$ cat config.mk
export PLATFORM = sky130hd
export DESIGN_NAME = amu_ctrl
export DESIGN_NICKNAME = d
export VERILOG_FILES = /design/src/hw/rtl/amu_pkg.sv /design/src/hw/rtl/amu_ctrl.sv
export SDC_FILE = /design/constraint.sdc
export NUM_CORES = 1
export LEC_CHECK = 0
export ABC_CLOCK_PERIOD_IN_PS = 3800
export BUFFER_PORTS_ARGS = -buffer_cell sky130_fd_sc_hd__buf_2
export CAP_MARGIN = 20
export CORE_UTILIZATION = 29
export DETAILED_ROUTE_END_ITERATION = 8
export GPL_ROUTABILITY_DRIVEN = 0
export GPL_TIMING_DRIVEN = 0
export PLACE_DENSITY = 0.5
export SYNTH_ARGS = -nofsm -noshare
export SYNTH_HDL_FRONTEND = slang
export SYNTH_SLANG_ARGS = --single-unit
$ cat constraint.sdc
create_clock -name clk -period 3.8 [get_ports clk]
set_input_delay 0.76 -clock clk [delete_from_list [all_inputs] [get_ports clk]]
set_output_delay 0.76 -clock clk [all_outputs]
set_load 0.01 [all_outputs]
$ cat src/hw/rtl/amu_pkg.sv
package amu_pkg;

    localparam int FRAC_BITS_DEFAULT = 16;
    localparam int DATA_W = 32;
    // accumulator: four full products plus a shifted translation, with sign
    localparam int ACC_W = 68;
    localparam int STEP_W = 5;

    // operation codes
    localparam logic [2:0] OP_IDENTITY  = 3'd0;
    localparam logic [2:0] OP_TRANSLATE = 3'd1;
    localparam logic [2:0] OP_SCALE     = 3'd2;
    localparam logic [2:0] OP_MULTIPLY  = 3'd3;
    localparam logic [2:0] OP_INVERT    = 3'd4;
    localparam logic [2:0] OP_POINT     = 3'd5;
    localparam logic [2:0] OP_INV_POINT = 3'd6;

    // micro-step kinds
    localparam logic [2:0] K_END   = 3'd0;
    localparam logic [2:0] K_MUL   = 3'd1;
    localparam logic [2:0] K_ADDT  = 3'd2;
    localparam logic [2:0] K_LOADV = 3'd3;
    localparam logic [2:0] K_WR    = 3'd4;
    localparam logic [2:0] K_DET   = 3'd5;
    localparam logic [2:0] K_DIV   = 3'd6;
    localparam logic [2:0] K_IDENT = 3'd7;

    // operand sources
    localparam logic [3:0] SRC_X    = 4'd0;
    localparam logic [3:0] SRC_Y    = 4'd1;
    localparam logic [3:0] SRC_SA   = 4'd2;
    localparam logic [3:0] SRC_SB   = 4'd3;
    localparam logic [3:0] SRC_SC   = 4'd4;
    localparam logic [3:0] SRC_SD   = 4'd5;
    localparam logic [3:0] SRC_STX  = 4'd6;
    localparam logic [3:0] SRC_STY  = 4'd7;
    localparam logic [3:0] SRC_MA   = 4'd8;
    localparam logic [3:0] SRC_MB   = 4'd9;
    localparam logic [3:0] SRC_MC   = 4'd10;
    localparam logic [3:0] SRC_MD   = 4'd11;
    localparam logic [3:0] SRC_MTX  = 4'd12;
    localparam logic [3:0] SRC_MTY  = 4'd13;
    localparam logic [3:0] SRC_NONE = 4'd14;

    // result destinations
    localparam logic [2:0] DST_A  = 3'd0;
    localparam logic [2:0] DST_B  = 3'd1;
    localparam logic [2:0] DST_C  = 3'd2;
    localparam logic [2:0] DST_D  = 3'd3;
    localparam logic [2:0] DST_TX = 3'd4;
    localparam logic [2:0] DST_TY = 3'd5;
    localparam logic [2:0] DST_OX = 3'd6;
    localparam logic [2:0] DST_OY = 3'd7;

    typedef struct packed {
        logic [2:0]        op;
        logic signed [31:0] x_in;
        logic signed [31:0] y_in;
        logic signed [31:0] src_a;
        logic signed [31:0] src_b;
        logic signed [31:0] src_c;
        logic signed [31:0] src_d;
        logic signed [31:0] src_tx;
        logic signed [31:0] src_ty;
    } in_item_t;

    typedef struct packed {
        logic signed [31:0] out_x;
        logic signed [31:0] out_y;
        logic               singular;
        logic signed [31:0] cur_a;
        logic signed [31:0] cur_b;
        logic signed [31:0] cur_c;
        logic signed [31:0] cur_d;
        logic signed [31:0] cur_tx;
        logic signed [31:0] cur_ty;
    } out_item_t;

    typedef struct packed {
        logic signed [31:0] a;
        logic signed [31:0] b;
        logic signed [31:0] c;
        logic signed [31:0] d;
        logic signed [31:0] tx;
        logic signed [31:0] ty;
    } mat_t;

    typedef struct packed {
        logic [2:0] kind;
        logic [3:0] src_p;
        logic [3:0] src_q;
        logic       neg;
        logic       first;
        logic       wide_shift;
        logic [2:0] dest;
    } uop_t;

    typedef struct packed {
        logic load;
        logic exec;
        logic mul_phase;
        logic commit;
        uop_t uop;
    } ctrl_cmd_t;

    typedef struct packed {
        logic det_zero;
        logic div_done;
    } dp_status_t;

    function automatic uop_t u_mk(logic [2:0] kind, logic [3:0] p, logic [3:0] q,
                                  logic neg, logic first, logic wide, logic [2:0] dest);
        uop_t u;
        u.kind       = kind;
        u.src_p      = p;
        u.src_q      = q;
        u.neg        = neg;
        u.first      = first;
        u.wide_shift = wide;
        u.dest       = dest;
        return u;
    endfunction

    function automatic uop_t u_mul(logic [3:0] p, logic [3:0] q, logic neg, logic first);
        return u_mk(K_MUL, p, q, neg, first, 1'b0, DST_A);
    endfunction

    function automatic uop_t u_wr(logic [2:0] dest);
        return u_mk(K_WR, SRC_NONE, SRC_NONE, 1'b0, 1'b0, 1'b0, dest);
    endfunction

    function automatic uop_t u_addt(logic [3:0] p);
        return u_mk(K_ADDT, p, SRC_NONE, 1'b0, 1'b0, 1'b0, DST_A);
    endfunction

    function automatic uop_t u_loadv(logic [3:0] p, logic neg);
        return u_mk(K_LOADV, p, SRC_NONE, neg, 1'b0, 1'b0, DST_A);
    endfunction

    function automatic uop_t u_div(logic wide, logic [2:0] dest);
        return u_mk(K_DIV, SRC_NONE, SRC_NONE, 1'b0, 1'b0, wide, dest);
    endfunction

    function automatic uop_t u_kind(logic [2:0] kind);
        return u_mk(kind, SRC_NONE, SRC_NONE, 1'b0, 1'b0, 1'b0, DST_A);
    endfunction

    // Micro-program: one step list per operation, ends on K_END.
    function automatic uop_t prog(logic [2:0] op, logic [STEP_W-1:0] step);
        uop_t u;
        u = u_kind(K_END);
        case (op)
            OP_IDENTITY:
                case (step)
                    5'd0:    u = u_kind(K_IDENT);
                    default: u = u_kind(K_END);
                endcase
            OP_TRANSLATE:
                case (step)
                    5'd0:    u = u_mul(SRC_MA, SRC_X, 1'b0, 1'b1);
                    5'd1:    u = u_mul(SRC_MC, SRC_Y, 1'b0, 1'b0);
                    5'd2:    u = u_addt(SRC_MTX);
                    5'd3:    u = u_wr(DST_TX);
                    5'd4:    u = u_mul(SRC_MB, SRC_X, 1'b0, 1'b1);
                    5'd5:    u = u_mul(SRC_MD, SRC_Y, 1'b0, 1'b0);
                    5'd6:    u = u_addt(SRC_MTY);
                    5'd7:    u = u_wr(DST_TY);
                    default: u = u_kind(K_END);
                endcase
            OP_SCALE:
                case (step)
                    5'd0:    u = u_mul(SRC_MA, SRC_X, 1'b0, 1'b1);
                    5'd1:    u = u_wr(DST_A);
                    5'd2:    u = u_mul(SRC_MB, SRC_X, 1'b0, 1'b1);
                    5'd3:    u = u_wr(DST_B);
                    5'd4:    u = u_mul(SRC_MC, SRC_Y, 1'b0, 1'b1);
                    5'd5:    u = u_wr(DST_C);
                    5'd6:    u = u_mul(SRC_MD, SRC_Y, 1'b0, 1'b1);
                    5'd7:    u = u_wr(DST_D);
                    default: u = u_kind(K_END);
                endcase
            OP_MULTIPLY:
                case (step)
                    5'd0:    u = u_mul(SRC_SA, SRC_MA, 1'b0, 1'b1);
                    5'd1:    u = u_mul(SRC_SB, SRC_MC, 1'b0, 1'b0);
                    5'd2:    u = u_wr(DST_A);
                    5'd3:    u = u_mul(SRC_SA, SRC_MB, 1'b0, 1'b1);
                    5'd4:    u = u_mul(SRC_SB, SRC_MD, 1'b0, 1'b0);
                    5'd5:    u = u_wr(DST_B);
                    5'd6:    u = u_mul(SRC_SC, SRC_MA, 1'b0, 1'b1);
                    5'd7:    u = u_mul(SRC_SD, SRC_MC, 1'b0, 1'b0);
                    5'd8:    u = u_wr(DST_C);
                    5'd9:    u = u_mul(SRC_SC, SRC_MB, 1'b0, 1'b1);
                    5'd10:   u = u_mul(SRC_SD, SRC_MD, 1'b0, 1'b0);
                    5'd11:   u = u_wr(DST_D);
                    5'd12:   u = u_mul(SRC_STX, SRC_MA, 1'b0, 1'b1);
                    5'd13:   u = u_mul(SRC_STY, SRC_MC, 1'b0, 1'b0);
                    5'd14:   u = u_mul(SRC_X, SRC_MA, 1'b0, 1'b0);
                    5'd15:   u = u_mul(SRC_Y, SRC_MC, 1'b0, 1'b0);
                    5'd16:   u = u_addt(SRC_MTX);
                    5'd17:   u = u_wr(DST_TX);
                    5'd18:   u = u_mul(SRC_STX, SRC_MB, 1'b0, 1'b1);
                    5'd19:   u = u_mul(SRC_STY, SRC_MD, 1'b0, 1'b0);
                    5'd20:   u = u_mul(SRC_X, SRC_MB, 1'b0, 1'b0);
                    5'd21:   u = u_mul(SRC_Y, SRC_MD, 1'b0, 1'b0);
                    5'd22:   u = u_addt(SRC_MTY);
                    5'd23:   u = u_wr(DST_TY);
                    default: u = u_kind(K_END);
                endcase
            OP_INVERT:
                case (step)
                    5'd0:    u = u_mul(SRC_MA, SRC_MD, 1'b0, 1'b1);
                    5'd1:    u = u_mul(SRC_MB, SRC_MC, 1'b1, 1'b0);
                    5'd2:    u = u_kind(K_DET);
                    5'd3:    u = u_loadv(SRC_MD, 1'b0);
                    5'd4:    u = u_div(1'b1, DST_A);
                    5'd5:    u = u_loadv(SRC_MB, 1'b1);
                    5'd6:    u = u_div(1'b1, DST_B);
                    5'd7:    u = u_loadv(SRC_MC, 1'b1);
                    5'd8:    u = u_div(1'b1, DST_C);
                    5'd9:    u = u_loadv(SRC_MA, 1'b0);
                    5'd10:   u = u_div(1'b1, DST_D);
                    5'd11:   u = u_mul(SRC_MC, SRC_MTY, 1'b0, 1'b1);
                    5'd12:   u = u_mul(SRC_MD, SRC_MTX, 1'b1, 1'b0);
                    5'd13:   u = u_div(1'b0, DST_TX);
                    5'd14:   u = u_mul(SRC_MB, SRC_MTX, 1'b0, 1'b1);
                    5'd15:   u = u_mul(SRC_MA, SRC_MTY, 1'b1, 1'b0);
                    5'd16:   u = u_div(1'b0, DST_TY);
                    default: u = u_kind(K_END);
                endcase
            OP_POINT:
                case (step)
                    5'd0:    u = u_mul(SRC_X, SRC_MA, 1'b0, 1'b1);
                    5'd1:    u = u_mul(SRC_Y, SRC_MC, 1'b0, 1'b0);
                    5'd2:    u = u_addt(SRC_MTX);
                    5'd3:    u = u_wr(DST_OX);
                    5'd4:    u = u_mul(SRC_X, SRC_MB, 1'b0, 1'b1);
                    5'd5:    u = u_mul(SRC_Y, SRC_MD, 1'b0, 1'b0);
                    5'd6:    u = u_addt(SRC_MTY);
                    5'd7:    u = u_wr(DST_OY);
                    default: u = u_kind(K_END);
                endcase
            OP_INV_POINT:
                case (step)
                    5'd0:    u = u_mul(SRC_MA, SRC_MD, 1'b0, 1'b1);
                    5'd1:    u = u_mul(SRC_MB, SRC_MC, 1'b1, 1'b0);
                    5'd2:    u = u_kind(K_DET);
                    5'd3:    u = u_mul(SRC_MD, SRC_X, 1'b0, 1'b1);
                    5'd4:    u = u_mul(SRC_MC, SRC_Y, 1'b1, 1'b0);
                    5'd5:    u = u_mul(SRC_MC, SRC_MTY, 1'b0, 1'b0);
                    5'd6:    u = u_mul(SRC_MD, SRC_MTX, 1'b1, 1'b0);
                    5'd7:    u = u_div(1'b0, DST_OX);
                    5'd8:    u = u_mul(SRC_MA, SRC_Y, 1'b0, 1'b1);
                    5'd9:    u = u_mul(SRC_MB, SRC_X, 1'b1, 1'b0);
                    5'd10:   u = u_mul(SRC_MB, SRC_MTX, 1'b0, 1'b0);
                    5'd11:   u = u_mul(SRC_MA, SRC_MTY, 1'b1, 1'b0);
                    5'd12:   u = u_div(1'b0, DST_OY);
                    default: u = u_kind(K_END);
                endcase
            default: u = u_kind(K_END);
        endcase
        return u;
    endfunction

endpackage

$ cat src/hw/rtl/amu_ctrl.sv
module amu_ctrl (
    input  logic                clk,
    input  logic                rst_n,
    input  logic                in_valid,
    output logic                in_ready,
    input  logic [2:0]          in_op,
    output logic                out_valid,
    input  logic                out_ready,
    input  amu_pkg::dp_status_t status,
    output amu_pkg::ctrl_cmd_t  cmd
);
    import amu_pkg::*;

    localparam logic [1:0] S_IDLE = 2'd0;
    localparam logic [1:0] S_RUN  = 2'd1;
    localparam logic [1:0] S_DIVW = 2'd2;
    localparam logic [1:0] S_FIN  = 2'd3;

    logic [1:0]        state_reg, state_next;
    logic [2:0]        op_reg, op_next;
    logic [STEP_W-1:0] step_reg, step_next;
    logic              phase_reg, phase_next;
    logic              out_valid_reg, out_valid_next;

    uop_t uop;
    logic in_fire;
    logic out_free;

    assign uop      = prog(op_reg, step_reg);
    assign in_ready = (state_reg == S_IDLE);
    assign in_fire  = in_valid && in_ready;
    assign out_free = !out_valid_reg || out_ready;

    always_comb
    begin
        cmd.load      = in_fire;
        cmd.exec      = (state_reg == S_RUN);
        cmd.mul_phase = phase_reg;
        cmd.commit    = (state_reg == S_FIN) && out_free;
        cmd.uop       = uop;
    end

    always_comb
    begin
        state_next = state_reg;
        op_next    = op_reg;
        step_next  = step_reg;
        phase_next = phase_reg;
        case (state_reg)
            S_IDLE:
                if (in_fire)
                begin
                    op_next    = in_op;
                    step_next  = '0;
                    phase_next = 1'b0;
                    state_next = S_RUN;
                end
            S_RUN:
                case (uop.kind)
                    K_MUL:
                        if (phase_reg)
                        begin
                            phase_next = 1'b0;
                            step_next  = step_reg + 1'b1;
                        end
                        else
                            phase_next = 1'b1;
                    K_DET:
                        if (status.det_zero)
                            state_next = S_FIN;
                        else
                            step_next = step_reg + 1'b1;
                    K_DIV:
                        state_next = S_DIVW;
                    K_END:
                        state_next = S_FIN;
                    default:
                        step_next = step_reg + 1'b1;
                endcase
            S_DIVW:
                if (status.div_done)
                begin
                    step_next  = step_reg + 1'b1;
                    state_next = S_RUN;
                end
            S_FIN:
                if (out_free)
                    state_next = S_IDLE;
            default:
                state_next = S_IDLE;
        endcase
    end

    always_comb
    begin
        out_valid_next = out_valid_reg;
        if (cmd.commit)
            out_valid_next = 1'b1;
        else if (out_valid_reg && out_ready)
            out_valid_next = 1'b0;
    end

    always_ff @(posedge clk or negedge rst_n)
    begin
        if (!rst_n)
        begin
            state_reg     <= S_IDLE;
            op_reg        <= OP_IDENTITY;
            step_reg      <= '0;
            phase_reg     <= 1'b0;
            out_valid_reg <= 1'b0;
        end
        else
        begin
            state_reg     <= state_next;
            op_reg        <= op_next;
            step_reg      <= step_next;
            phase_reg     <= phase_next;
            out_valid_reg <= out_valid_next;
        end
    end

    assign out_valid = out_valid_reg;

    a_start_runs: assert property (@(posedge clk) disable iff (!rst_n)
        in_fire |=> (state_reg == S_RUN) && (step_reg == '0))
        else $error("accepted item did not start the sequence");

    a_commit_shows: assert property (@(posedge clk) disable iff (!rst_n)
        ((state_reg == S_FIN) && out_free) |=> out_valid_reg && (state_reg == S_IDLE))
        else $error("finished item not presented");

endmodule

==> Yosys cells after proc, flatten, opt, wreduce, memory -nomap -nowiden <==
Memory sizes are Yosys's and may differ from the RTL's.
Index checks and enable logic that the tools add are counted.
W data, S select, Z words.
{ "totals": {"register_bits": 12, "mem_bits_ro": 1480, "output_inout_bits": 23, "elab_cells": 75, "mem_count": 6} }
{ "mem_list": {"columns": ["name", "depth", "word_bits", "read_ports", "rd_clocked_by_memory_dff", "wr", "line_no", "source"], "rows": [
  ["(no name shown)", 32, 15, 1, 0, 0, "amu_pkg.sv:211", "case (step)"],
  ["(no name shown)", 32, 14, 1, 0, 0, "amu_pkg.sv:183", "case (step)"],
  ["(no name shown)", 16, 15, 1, 0, 0, "amu_pkg.sv:244", "case (step)"],
  ["(no name shown)", 8, 14, 1, 0, 0, "amu_pkg.sv:232", "case (step)"],
  ["(no name shown)", 8, 13, 1, 0, 0, "amu_pkg.sv:159", "case (step)"],
  ["(no name shown)", 8, 12, 1, 0, 0, "amu_pkg.sv:171", "case (step)"]
]} }
{ "op_classes": {"addsub": 1, "eq_ne": 21, "mux": 24, "reduce_logical": 18} }
{ "ops": {"columns": ["op", "count"], "rows": [
  ["$pmux W17 S7", 1],
  ["$mux W17", 5],
  ["$pmux W5 S3", 2],
  ["$mux W5", 4],
  ["$eq A3 B3 Y1 const B", 5],
  ["$ne A3 B3 Y1 const B", 3],
  ["$mux W2", 4],
  ["$pmux W2 S4", 1],
  ["$eq A3 B1 Y1 const B", 2],
  ["$eq A3 B2 Y1 const B", 2],
  ["$logic_not A3 Y1", 2],
  ["$ne A2 B2 Y1 const B", 3],
  ["$pmux W2 S3", 1],
  ["$reduce_and A6 Y1", 1],
  ["$add A5 B1 Y5 const B", 1],
  ["$logic_not A5 Y1", 1],
  ["$mux W1", 5],
  ["$reduce_and A5 Y1", 1],
  ["$eq A2 B2 Y1 const B", 2],
  ["$logic_not A2 Y1", 2],
  ["$ne A2 B1 Y1 const B", 2],
  ["$ne A4 B1 Y1 const B", 1],
  ["$reduce_bool A2 Y1", 2],
  ["$logic_and A1 B1 Y1", 3],
  ["other kinds (8)", 8]
]} }

==> Longest topological paths before layout <==
Gate-level depths: netlist of run 1.
{ "depth": {"depth_word": 7, "depth_mapped": 13} }

==> Least setup slack after synthesis of run 1 <==
No wires, ideal clock.
{ "synth_timing": {"path_kind": "register to register", "from": "register step_reg[2]", "to": "register step_reg[2]", "setup_ps": 82, "t_arrival_ps": 3170, "required_ps": 3718, "path_slack_ps": 548, "stages_incl_launch_ff": 11, "synth_period_minus_slack_ps": 3252, "cell_sequence": "dfrtp_1 buf_6 clkinv_1 ha_1 or2_2 o2bb2ai_1 or3b_4 or2_4 a2111o_1 a21oi_4 mux2i_1"} }
{ "synth_rtl": {"columns": ["item", "line_no", "source"], "rows": [
  ["from (decl)", "amu_ctrl.sv:21", "logic [STEP_W-1:0] step_reg, step_next;"],
  ["from (signal assigned)", "amu_ctrl.sv:117", "step_reg <= step_next;"]
]} }

==> results of run 1 <==
-- metal layers --
layer / part of all wire [%] / up-vias
met2: 45 / 183
met3: 9.7 / 35
met4: 4.6 / 0
met5: 0 / -
met1: 41 / 1343
li1: - / 1318
-- worst reg2reg max path: stages (launching register included) --
cell and delay (ps):
dfrtp_2 570, buf_6 220, clkinv_2 200, ha_1 350, or2_2 330, o2bb2ai_1 200
or3b_4 430, or2_4 280, a2111o_1 440, a21oi_4 260, mux2i_1 230
-- cells in the final DEF, fill, tap and decap left out, types with 4 or more instances in the layout --
master	Yosys	final
a21oi_1	30	30
a221oi_1	7	7
a31oi_1	8	8
and3_1	6	6
buf_2	5	36
buf_4	8	10
buf_6	6	6
clkbuf_1	11	10
dfrtp_1	12	10
ha_1	20	20
inv_1	14	13
mux2i_1	6	6
nand2_1	32	32
nand2b_1	11	11
nand3_1	12	12
nand3b_1	6	6
nor2_1	27	26
nor3_1	7	7
o211ai_1	8	8
o21ai_0	36	36
o22ai_1	4	4
-- cells by family (layout without fill, tap and decap cells) --
group	after synthesis	count (layout)	synth area share [%]
compound gates	123	123	33.4
xor+xnor	1	1	0.368
fa+ha+maj	20	20	10.5
buf+inv	46	81	10.7
flops	12	12	12.6
mux	9	9	3.95
simple gates	129	129	28.4
-- path summary, 6_finish.rpt --
| kind | start | endpoint | cells past startpoint |
|---|---|---|---|
| min | rst_n | phase_reg$_DFFE_PN0P_ | 1 |
| max | step_reg[2]$_DFFE_PN0P_ | cmd[16] | 8 |
| max in group asynchronous | rst_n | step_reg[2]$_DFFE_PN0P_ | 1 |
| max reg2reg | step_reg[2]$_DFFE_PN0P_ | step_reg[1]$_DFFE_PN0P_ | 10 |
| min in group clk | out_valid$_DFFE_PN0P_ | out_valid$_DFFE_PN0P_ | 2 |
| min reg2reg | out_valid$_DFFE_PN0P_ | out_valid$_DFFE_PN0P_ | 2 |
-- power groups by stage --
| stage | Clock [mW] | Combinational, mW | Sequential (mW) |
|---|---|---|---|
| 2_1_floorplan | 0 | 1.46 | 0.242 |
| 5_1_grt | 0.130 | 2.31 | 0.275 |
| 4_1_cts | 0.121 | 2.04 | 0.261 |
| 3_3_place_gp | 0 | 2.06 | 0.262 |
| 6_report | 0.115 | 2.12 | 0.268 |
| 3_5_place_dp | 0 | 2.04 | 0.262 |
-- stage by stage --
stage | instance area [um^2] | util, %
after floorplan | 2380 | -
after global placement | 2660 | 33.9
after detailed placement | 2660 | 33.9
after CTS | 2700 | 34.5
after global routing | 2730 | 34.8
final | 2730 | 34.8
-- area by class of cell --
type	count	area [um^2]
Tap cell	102	128
Sequential cell	12	303
Timing Repair Buffer	33	170
Clock buffer	3	41.3
Multi-Input combinational cell	282	1830
Inverter	15	61.3
Fill cell	887	5110
Buffer	30	195
-- timing repair --
| action | 4_1_cts | 5_1_grt |
|---|---|---|
| gates resized for setup | 2 | 6 |
| setup buffers | 0 | 2 |
| endpoints found under the setup margin | 6 | 9 |
==> results.cfg, run 1 <==
[floorplan]
dieArea_mm2 = 0.00856
dieHeight_um = 92.5
io_pins = 32
die_w_um = 92.5
rows = 32
core_area_mm2 = 0.00785
initial_core_util_pct = 30.3

[place]
place.detailed.hpwl_mm = 6.61
dp_slack_ps = -119
portBuffers = 31
place_inst = 473

[yosys]
netlist_instances = 340
yosysWarningCount = 0
avgSynthCellArea_um2 = 6.99
yosysSeqAreaShare_pct = 12.6
yosysTopAreaCell = dfrtp_1
async_flop_share_pct = 100
yosys.cell_count.top_type = o21ai_0
synth_top_area_share_pct = 12.6
syn_area_mm2 = 0.00238
synth_nets = 369
synth_enable_flop_cells = 0
ys_ff_latch = 12
synthDistinctLibCells = 62
synth_ff_type = dfrtp_1
yosys-top-cells-count = o21ai_0 (36), nand2_1 (32), a21oi_1 (30)
synth_top_cells_by_area = dfrtp_1 (13%), ha_1 (11%), o21ai_0 (7.6%)

[clocking]
h-tree-depth = 1
cts_buffers = 3
clock_latency_ps = 240
cts_tree = built
postCtsHoldBufs = 0
clk_pin_slew_ps = 50
cts-root-buf = clkbuf_8
cts_buffer_depth = 2
clock-sinks = 12

[grt]
grt_pass1_wl_mm = 14.2
use_met1_pct = 27.3
grt_max_degree = 16
use_met2_pct = 32.8
antenna_found_initial = 0
busiest_layer = met2
grtUsageTotal_pct = 21.2
use_met3_pct = 4.52
grt_pass1_vias = 2700
grt-ovfl-total = 0

[timing]
slew_headroom_pct = 57.6
fin_crit_ps = 3720
finalMaxSlewViolations = 0
worst_hold_slack_ps = 399
setup_ws_ps = 79.6
grt_setup_unrepaired = false
tightest_slew_ps = 634
fin_skew_ps = 4.10
setup_viol = 0
hold_viol = 0
finalSetupTns_ps = 0
fmax_ghz = 0.269
fin_crit_sh_pct = 97.9

[worst_setup_path]
critical-path-max-stage-delay_ps = 570
end_kind = output pin
cp-start-kind = register
critical_path_class = reg -> out
worst-path-buf-inv = 3
r2r_slack_ps = 200
cp_top_family = simple AND/OR/NAND/NOR gates
cp.required_ps = 3040
worst-endpoint-arrival_ps = 2960
slowest_stage = dfrtp_2
worstPathCellList = buf_6 -> clkinv_2 -> ha_1 -> or2_2 -> o2bb2ai_1 -> or3b_4 -> or2_4 -> buf_2
crit_fanout = 15

[final_layout]
area_growth_syn_to_layout_pct = 14.9
diodes = 0
largest_reg_flops = 5
nets = 406
finalNonFillerCells = 477
final_layout_size_suffix_gt1_share_pct = 20.0

[power_and_ir_drop]
powerDensity_mw_per_mm2 = 917
total_power_mw = 2.51
peakVddDrop_v = 0.000243
seqPwrFrac_pct = 10.7
internal_power_mw = 1.04
swShare_pct = 58.3
clkPwrFrac_pct = 4.6
power.switching_mw = 1.46
p_comb_share_pct = 84.7
leakage_nw = 1.16

[drt]
firstDrtPassIters = 6
vias_per_cell = 6.04
drtAntennaViolNets = 0
wl_mm = 8.97
initialDrtViolationCount = 377
drc = 0
wl_per_cell_um = 18.8
num_vias = 2879

[hold_path]
hold_path_class = in -> async

[job]
maxCapViolations = 0

[status]
status = finished, final reports clean
(Power assumes the default switching activity.)
==> run 2, diff against run 1 <==
- ABC_CLOCK_PERIOD_IN_PS: 3800 -> 3350
- PLACE_DENSITY: 0.5 -> 0.51
- clock period: 3.8 -> 3.35 ns (I/O delays scaled with it)
==> run 2 against run 1 <==
Clock skew fell by 2.8 ps; non-clock buffer count rose by 6; final area rose by 3.9%; routed wire length fell by 0.67%; core utilization rose by 1.4 points; worst hold slack got worse by 100 ps; largest power group unchanged.
==> results.cfg, run 2 (synthesis results as in run 1) <==
[power_and_ir_drop]
powerDensity_mw_per_mm2 = 1050
peakVddDrop_v = 0.000322
leakage_nw = 1.21

[floorplan]
dieArea_mm2 = 0.00856
initial_core_util_pct = 30.3
core_area_mm2 = 0.00785
die_w_um = 92.5
dieHeight_um = 92.5
io_pins = 32
rows = 32

[clocking]
clk_pin_slew_ps = 60
h-tree-depth = 1
cts_buffer_depth = 2
cts_tree = built
cts-root-buf = clkbuf_8
clock_latency_ps = 240
cts_buffers = 3
clock-sinks = 12
postCtsHoldBufs = 0

[final_layout]
final_layout_size_suffix_gt1_share_pct = 24.6
finalNonFillerCells = 484
largest_reg_flops = 5
final_cell_mix = buf_2 (36), o21ai_0 (33), nand2_1 (32)
diodes = 0
nets = 412
area_growth_syn_to_layout_pct = 19.5
final_common_cell = buf_2

[drt]
drtAntennaViolNets = 0
firstDrtPassIters = 5
initialDrtViolationCount = 401
vias_per_cell = 6.05
wl_mm = 8.91
num_vias = 2929
wl_per_cell_um = 18.4
drc = 0

[place]
portBuffers = 31
dp_slack_ps = -557
place_inst = 473
place.detailed.hpwl_mm = 6.45

[worst_setup_path]
worst-endpoint-arrival_ps = 2590
slowest_stage = dfrtp_2
critical_path_class = reg -> out
critical-path-max-stage-delay_ps = 430
worst-path-buf-inv = 4
cp_top_family = simple AND/OR/NAND/NOR gates
cp-start-kind = register
crit_fanout = 10
cp.required_ps = 2680
end_kind = output pin
worstPathCellList = buf_8 -> clkinvlp_4 -> ha_1 -> buf_4 -> nor4b_2 -> o21ai_1 -> or3b_4 -> or2_4 -> buf_2

[grt]
grtUsageTotal_pct = 21.1
grt_max_degree = 15
grt_pass1_vias = 2714
antenna_found_initial = 0
grt-ovfl-total = 0
grt_pass1_wl_mm = 14.4

[timing]
finalMaxSlewViolations = 0
fin_skew_ps = 1.32
setup_viol = 0
fin_crit_ps = 3260
fin_crit_sh_pct = 97.4
hold_viol = 0
setup_ws_ps = 86.0
slew_headroom_pct = 52.8
finalSetupTns_ps = 0
fmax_ghz = 0.306
worst_hold_slack_ps = 298
tightest_slew_ps = 707
grt_setup_unrepaired = false

[status]
status = finished, final reports clean

[hold_path]
hold_path_class = in -> async

[job]
maxCapViolations = 0
## run 2: changes by cell type in the layout (fill, tap and decap cells not counted), moves of 2 or more
cell,delta
buf_4,+7
clkbuf_1,-2
ha_1,-4
ha_2,+3
o21ai_0,-3
o21ai_1,+3
## run 2: through the flow
| stage | cell area (um^2) | total power, mW | utilization, % |
|---|---|---|---|
| floorplan | 2380 | 1.93 | - |
| global placement | 2660 | 2.63 | 33.9 |
| detailed placement | 2660 | 2.59 | 33.9 |
| CTS | 2760 | 2.80 | 35.1 |
| global route | 2840 | 3.20 | 36.2 |
| finish | 2840 | 2.97 | 36.2 |
## run 2: worst paths after layout
check                                        startpoint                       to  slack, ps  cells past startpoint
worst max-delay path            step_reg[0]$_DFFE_PN0P_                  cmd[16]         90                      9
worst min-delay path                              rst_n    out_valid$_DFFE_PN0P_        300                      1
worst max register to register  step_reg[0]$_DFFE_PN0P_  step_reg[2]$_DFFE_PN0P_        120                     11
worst min register to register    out_valid$_DFFE_PN0P_    out_valid$_DFFE_PN0P_        520                      2
max in group asynchronous                         rst_n  step_reg[1]$_DFFE_PN0P_       2810                      1
min in group clk                  out_valid$_DFFE_PN0P_    out_valid$_DFFE_PN0P_        520                      2
## run 2: what timing repair did
| action | in CTS | in global routing |
|---|---|---|
| buffers inserted | 3 | 5 |
| resized for setup | 10 | 20 |
| pin swaps | 0 | 2 |
| endpoints found under the setup margin | 19 | 14 |
## run 2: cell type report
type / instances / area [um^2]
plain buffers: 30 / 204
inverters: 15 / 66.3
clock buffers: 4 / 55.1
repair buffers: 39 / 215
fillers: 880 / 5010
flip-flops and latches: 12 / 304
multi-input cells: 282 / 1870
well taps: 102 / 128
## run 2: layer usage
metal | share of wire [%] | routed length (um) | track usage, %
met5 | 0 | 0 | 0
met3 | 8.5 | 757 | 3.04
met1 | 41 | 3650 | 28.3
met2 | 45 | 4040 | 33.3
met4 | 5.2 | 461 | 9.51
## run 2: power by group
group / leakage, nW / internal (mW) / switching, mW
Combinational: 1.04 / 0.966 / 1.55
Clock: 0.0288 / 0.104 / 0.0601
Sequential: 0.142 / 0.214 / 0.0729
